===== src/hw/rtl/rai_pkg.sv =====
// Shared types and constants for the ray / annulus intersection block.
// Used by every module under hw/rtl; depends on nothing else.
`default_nettype none
package rai_pkg;

	localparam int FRAC_BITS    = 16;
	localparam int MIN_DISTANCE = 66;
	localparam int COORD_W      = 32;
	localparam int NORMAL_W     = 18;
	localparam int RAD_W        = 63;
	localparam int T_BITS       = 31;
	localparam int CFG_IDX_W    = 3;
	localparam int CFG_DATA_W   = 64;

	// Product and dot-product widths; magnitudes of the sums of three products.
	localparam int PD_W   = COORD_W + NORMAL_W;
	localparam int PN_W   = COORD_W + 1 + NORMAL_W;
	localparam int DEN_W  = PD_W;
	localparam int NUM_W  = PN_W;
	localparam int REM_W  = NUM_W + FRAC_BITS;
	localparam int SH_W   = DEN_W + T_BITS;
	localparam int PROD_W = 2 * COORD_W;
	localparam int REL_W  = PROD_W + 2;

	localparam int QDEPTH = 4;
	localparam int QPTR_W = $clog2(QDEPTH);

	localparam logic [T_BITS-1:0] T_MAX  = {T_BITS{1'b1}};
	localparam logic [RAD_W-1:0]  SQ_MAX = {RAD_W{1'b1}};

	localparam logic [1:0] ST_HIT      = 2'd0;
	localparam logic [1:0] ST_PARALLEL = 2'd1;
	localparam logic [1:0] ST_BEHIND   = 2'd2;
	localparam logic [1:0] ST_OUTSIDE  = 2'd3;

	localparam logic [CFG_IDX_W-1:0] REG_CENTER_X = 3'd0;
	localparam logic [CFG_IDX_W-1:0] REG_CENTER_Y = 3'd1;
	localparam logic [CFG_IDX_W-1:0] REG_CENTER_Z = 3'd2;
	localparam logic [CFG_IDX_W-1:0] REG_NORMAL_X = 3'd3;
	localparam logic [CFG_IDX_W-1:0] REG_NORMAL_Y = 3'd4;
	localparam logic [CFG_IDX_W-1:0] REG_NORMAL_Z = 3'd5;
	localparam logic [CFG_IDX_W-1:0] REG_INNER    = 3'd6;
	localparam logic [CFG_IDX_W-1:0] REG_OUTER    = 3'd7;

	typedef struct packed {
		logic [2:0][COORD_W-1:0]  center;
		logic [2:0][NORMAL_W-1:0] normal;
		logic [RAD_W-1:0]         inner;
		logic [RAD_W-1:0]         outer;
	} rai_cfg_t;

	// One classified ray as it sits in the queue.
	typedef struct packed {
		logic [1:0]              st;
		logic [2:0][COORD_W-1:0] o;
		logic [2:0][COORD_W-1:0] d;
		logic [NUM_W-1:0]        num;
		logic [DEN_W-1:0]        den;
	} q_entry_t;

endpackage
`default_nettype wire


===== src/hw/rtl/rai_queue.sv =====
// Short FIFO between the front end and the back end.
// Depends on rai_pkg for the entry type and depth.
`default_nettype none
module rai_queue import rai_pkg::*; (
	input  wire logic     clk,
	input  wire logic     arst_n,
	input  wire logic     push,
	input  wire q_entry_t push_data,
	input  wire logic     pop,
	output logic          full,
	output logic          nonempty,
	output q_entry_t      head
);

	q_entry_t          mem_q [QDEPTH];
	logic [QPTR_W-1:0] wr_q, rd_q;
	logic [QPTR_W:0]   count_q;

	assign full     = (count_q == (QPTR_W+1)'(QDEPTH));
	assign nonempty = (count_q != '0);
	assign head     = mem_q[rd_q];

	always_ff @(posedge clk or negedge arst_n) begin
		if (!arst_n) begin
			wr_q    <= '0;
			rd_q    <= '0;
			count_q <= '0;
		end else begin
			if (push) begin
				wr_q <= wr_q + 1'b1;
			end
			if (pop) begin
				rd_q <= rd_q + 1'b1;
			end
			case ({push, pop})
				2'b10:   count_q <= count_q + 1'b1;
				2'b01:   count_q <= count_q - 1'b1;
				default: count_q <= count_q;
			endcase
		end
	end

	always_ff @(posedge clk) begin
		if (push) begin
			mem_q[wr_q] <= push_data;
		end
	end

endmodule
`default_nettype wire


===== config.mk =====
export PLATFORM = sky130hd
export DESIGN_NAME = rai_queue
export DESIGN_NICKNAME = d
export VERILOG_FILES = /design/src/hw/rtl/rai_pkg.sv /design/src/hw/rtl/rai_queue.sv
export SDC_FILE = /design/constraint.sdc
export NUM_CORES = 1
export LEC_CHECK = 0
export BUFFER_PORTS_ARGS = -buffer_cell sky130_fd_sc_hd__buf_2
export CAP_MARGIN = 25
export CORE_ASPECT_RATIO = 0.5
export CORE_MARGIN = 2
export CORE_UTILIZATION = 40
export CTS_CLUSTER_DIAMETER = 60
export CTS_CLUSTER_SIZE = 14
export DETAILED_ROUTE_END_ITERATION = 10
export SLEW_MARGIN = 20
export SYNTH_ARGS = -nofsm -noshare
export SYNTH_HDL_FRONTEND = slang
export SYNTH_SLANG_ARGS = --single-unit

===== constraint.sdc =====
create_clock -name clk -period 9.15 [get_ports clk]
set_input_delay 0.915 -clock clk [delete_from_list [all_inputs] [get_ports clk]]
set_output_delay 0.915 -clock clk [all_outputs]
set_load 0.005 [all_outputs]

==> results.md <==
- Mapped Avg Cell Area: 27.2 um2
- CTS Sinks: 1187
- Initial Utilization: 0.406
- Yosys warns: 0
- Setup tns final: 0 ps
- Register area: 35600 um2
- Relative slew slack: 0.271
- Cell taking the most area after synthesis: edfxtp_1
- Tmin final: 4650 ps
- Most used DFF post-synth: edfxtp_1
- Via density: 5.12
- Std cell rows: 84
- Period utilization: 0.509
- Fin util: 0.474
- Syn Std Cell Area: 43000 um2
- Worst VDD drop: 0.254 mV
- Power Density: 309 nW/um2
- # port buffers: 595
- Final HPWL from detailed placement: 56400 um
- Clock slew at reported path FFs: 70 ps
- Initial antenna violation count: 33
- Final hold viol count: 0
- Sequential fraction of the synthesis area: 0.829
- Drt pass-1 iters: 5
- RSZ-0062 raised after global routing: no
- Final RePlAce weighted congestion: 0.768
- First-pass GRT wire length: 134000 um
- Die ar.: 110000 um2
- Critical Path Sink Type: primary output
- Actual slew at the worst max-slew pin: 1090 ps
- Drt initial violations: 1220
- Flop-to-flop setup slack: 6330 ps
- Post-route clock skew: 22.2 ps
- Largest net degree at the start of global routing: 137
- Vias in the first global route: 19548
- Post-DR wirelength/cell: 25.3 um
- Worst-skew pair later-pin latency: 700 ps
- Detail Route Antenna Nets: 0
- Total number of vias: 18817
- Die height: 236 um
- WP data arrival: 3740 ps
- Mapped Cells: 1577
- Horiz. Die Dim: 468 um
- Root buffer cell: clkbuf_16
- Synth cell types: 18
- WS Path Type: flop to primary output
- Leak: 16.7 nW
- IO Count: 596
- Post-synth EDFFs: 1180
- Asr flop ratio synth: 0.00590
- Critical path fanouts, max: 51
- Most common cell in the netlist: edfxtp_1
- Area grow syn2layout: 16.7%
- GRT overflow: 0
- CTS tree: built
- Area occupied by multi-input gates: 6850 um2
- CTS Buffer Depth: 3
- Wirelength, routed: 92700 um
- Fillers: 8666
- Worst path required time: 8240 ps
- Largest cells by area after synthesis: edfxtp_1 82%, mux4_2 15%, buf_6 0.71%
- Final layout net count: 2530
- Postcts setup bufs: 0
- Post-synth top area share: 0.825
- Fmax achieved: 0.215 GHz
- Total CTS buffers: 96
- Hold WC Path Type: input port to flop
- Final Max Slew Viols: 0
- Hold Path Cell Cnt: 1
- Final setup viols: 0
- Startpoint Class: flop
- # DRC: 0
- Status: finished, final reports clean
- # H-tree levels: 3
- Fraction of layout cells with a size suffix above 1: 0.457
- Max-cap violations: 0
- CORE AREA: 106000 um2
- Synth Register Bits: 1187
- Commonest cells in the netlist: 1180 x edfxtp_1, 295 x mux4_2, 33 x buf_2
- Total track usage: 0.167
- Mapped Nets: 1882
- Worst reg-to-reg path cell count: 4
-- through the flow --
step           total power (W)  cell area (um2)  hold WS (ps)  std cells  setup WS [ps]
2_1_floorplan           0.0104            43000           448       1577            887
3_3_place_gp            0.0121            47500           466       3544           5120
3_5_place_dp            0.0121            47500           470       3544           5120
4_1_cts                 0.0158            50100           365       3660           4340
5_1_grt                 0.0162            50100           373       3667           4210
6_report                0.0155            50100           430       3673           4500
-- final cells by class --
class	instances	area share
flip-flops and latches	1187	0.710
multi-input cells	318	0.137
repair buffers	616	0.0651
clock buffers	105	0.0492
well taps	1419	0.0354
clock inverters	10	0.00237
diodes	12	0.000599
inverters	6	0.000449
-- layout by cell type (no fill, tap or decap), types with 2 or more instances in the layout --
cell and instances:
xor2_1 4, buf_2 595, xnor2_1 2, nand2_1 2
and2_4 4, diode_2 12, buf_4 10, clkbuf_16 97
clkinv_2 3, inv_6 3, dfrtp_4 2, inv_1 6
mux4_2 295, dfrtp_1 5, ha_1 5, clkbuf_1 7
edfxtp_1 1180, buf_12 10
-- sequential cells by signal, summed over array words and instances, names as in the netlist --
register  cells
mem_q      1180
count_q       3
rd_q          2
wr_q          2
-- final timing paths --
kind / start / endpoint
worst min register to register: count_q[2]$_DFFE_PN0P_ / count_q[2]$_DFFE_PN0P_
min in group asynchronous: arst_n / count_q[1]$_DFFE_PN0P_
worst min-delay path: push_data[32] / mem_q[3][32]$_DFFE_PP_
worst max-delay path: rd_q[1]$_DFFE_PN0P_ / head[120]
max in group asynchronous: arst_n / rd_q[1]$_DFFE_PN0P_
worst max register to register: wr_q[1]$_DFFE_PN0P_ / mem_q[1][121]$_DFFE_PP_
-- report_power, final --
group          switching [W]  internal (W)  total [W]
logic                0.00239       0.00204    0.00443
registers           0.000258       0.00711    0.00737
clock network        0.00181       0.00191    0.00372
total                0.00446        0.0111     0.0155
-- kinds of logic (layout without fill, tap and decap cells) --
logic type,count (synthesis),after routing,synth area share
mux,296,296,0.155
xor+xnor,6,6,0.00122
other cells,0,12,0
simple gates,9,9,0.00114
buf+inv,72,737,0.0120
compound gates,1,1,0.000116
flops,1187,1187,0.829
fa+ha+maj,6,6,0.00192
-- worst max-delay path, cell delays in order (launching register included) --
cell and delay (ps):
dfrtp_4 940, buf_4 630, buf_4 760, mux4_2 440, buf_2 150
-- routing by layer --
| metal | up-vias | global-route usage | share of wire |
|---|---|---|---|
| met5 | - | 0 | 0.00014 |
| met4 | 2 | 0.0469 | 0.026 |
| met3 | 163 | 0.0314 | 0.036 |
| met2 | 410 | 0.314 | 0.57 |
| met1 | 10107 | 0.194 | 0.37 |
| li1 | 8135 | - | - |
-- repair_timing --
action	CTS	global route
hold buffers	1	0
gates resized for setup	0	0
hold endpoints to repair	7	0
Power figures use the tool's default switching activity.
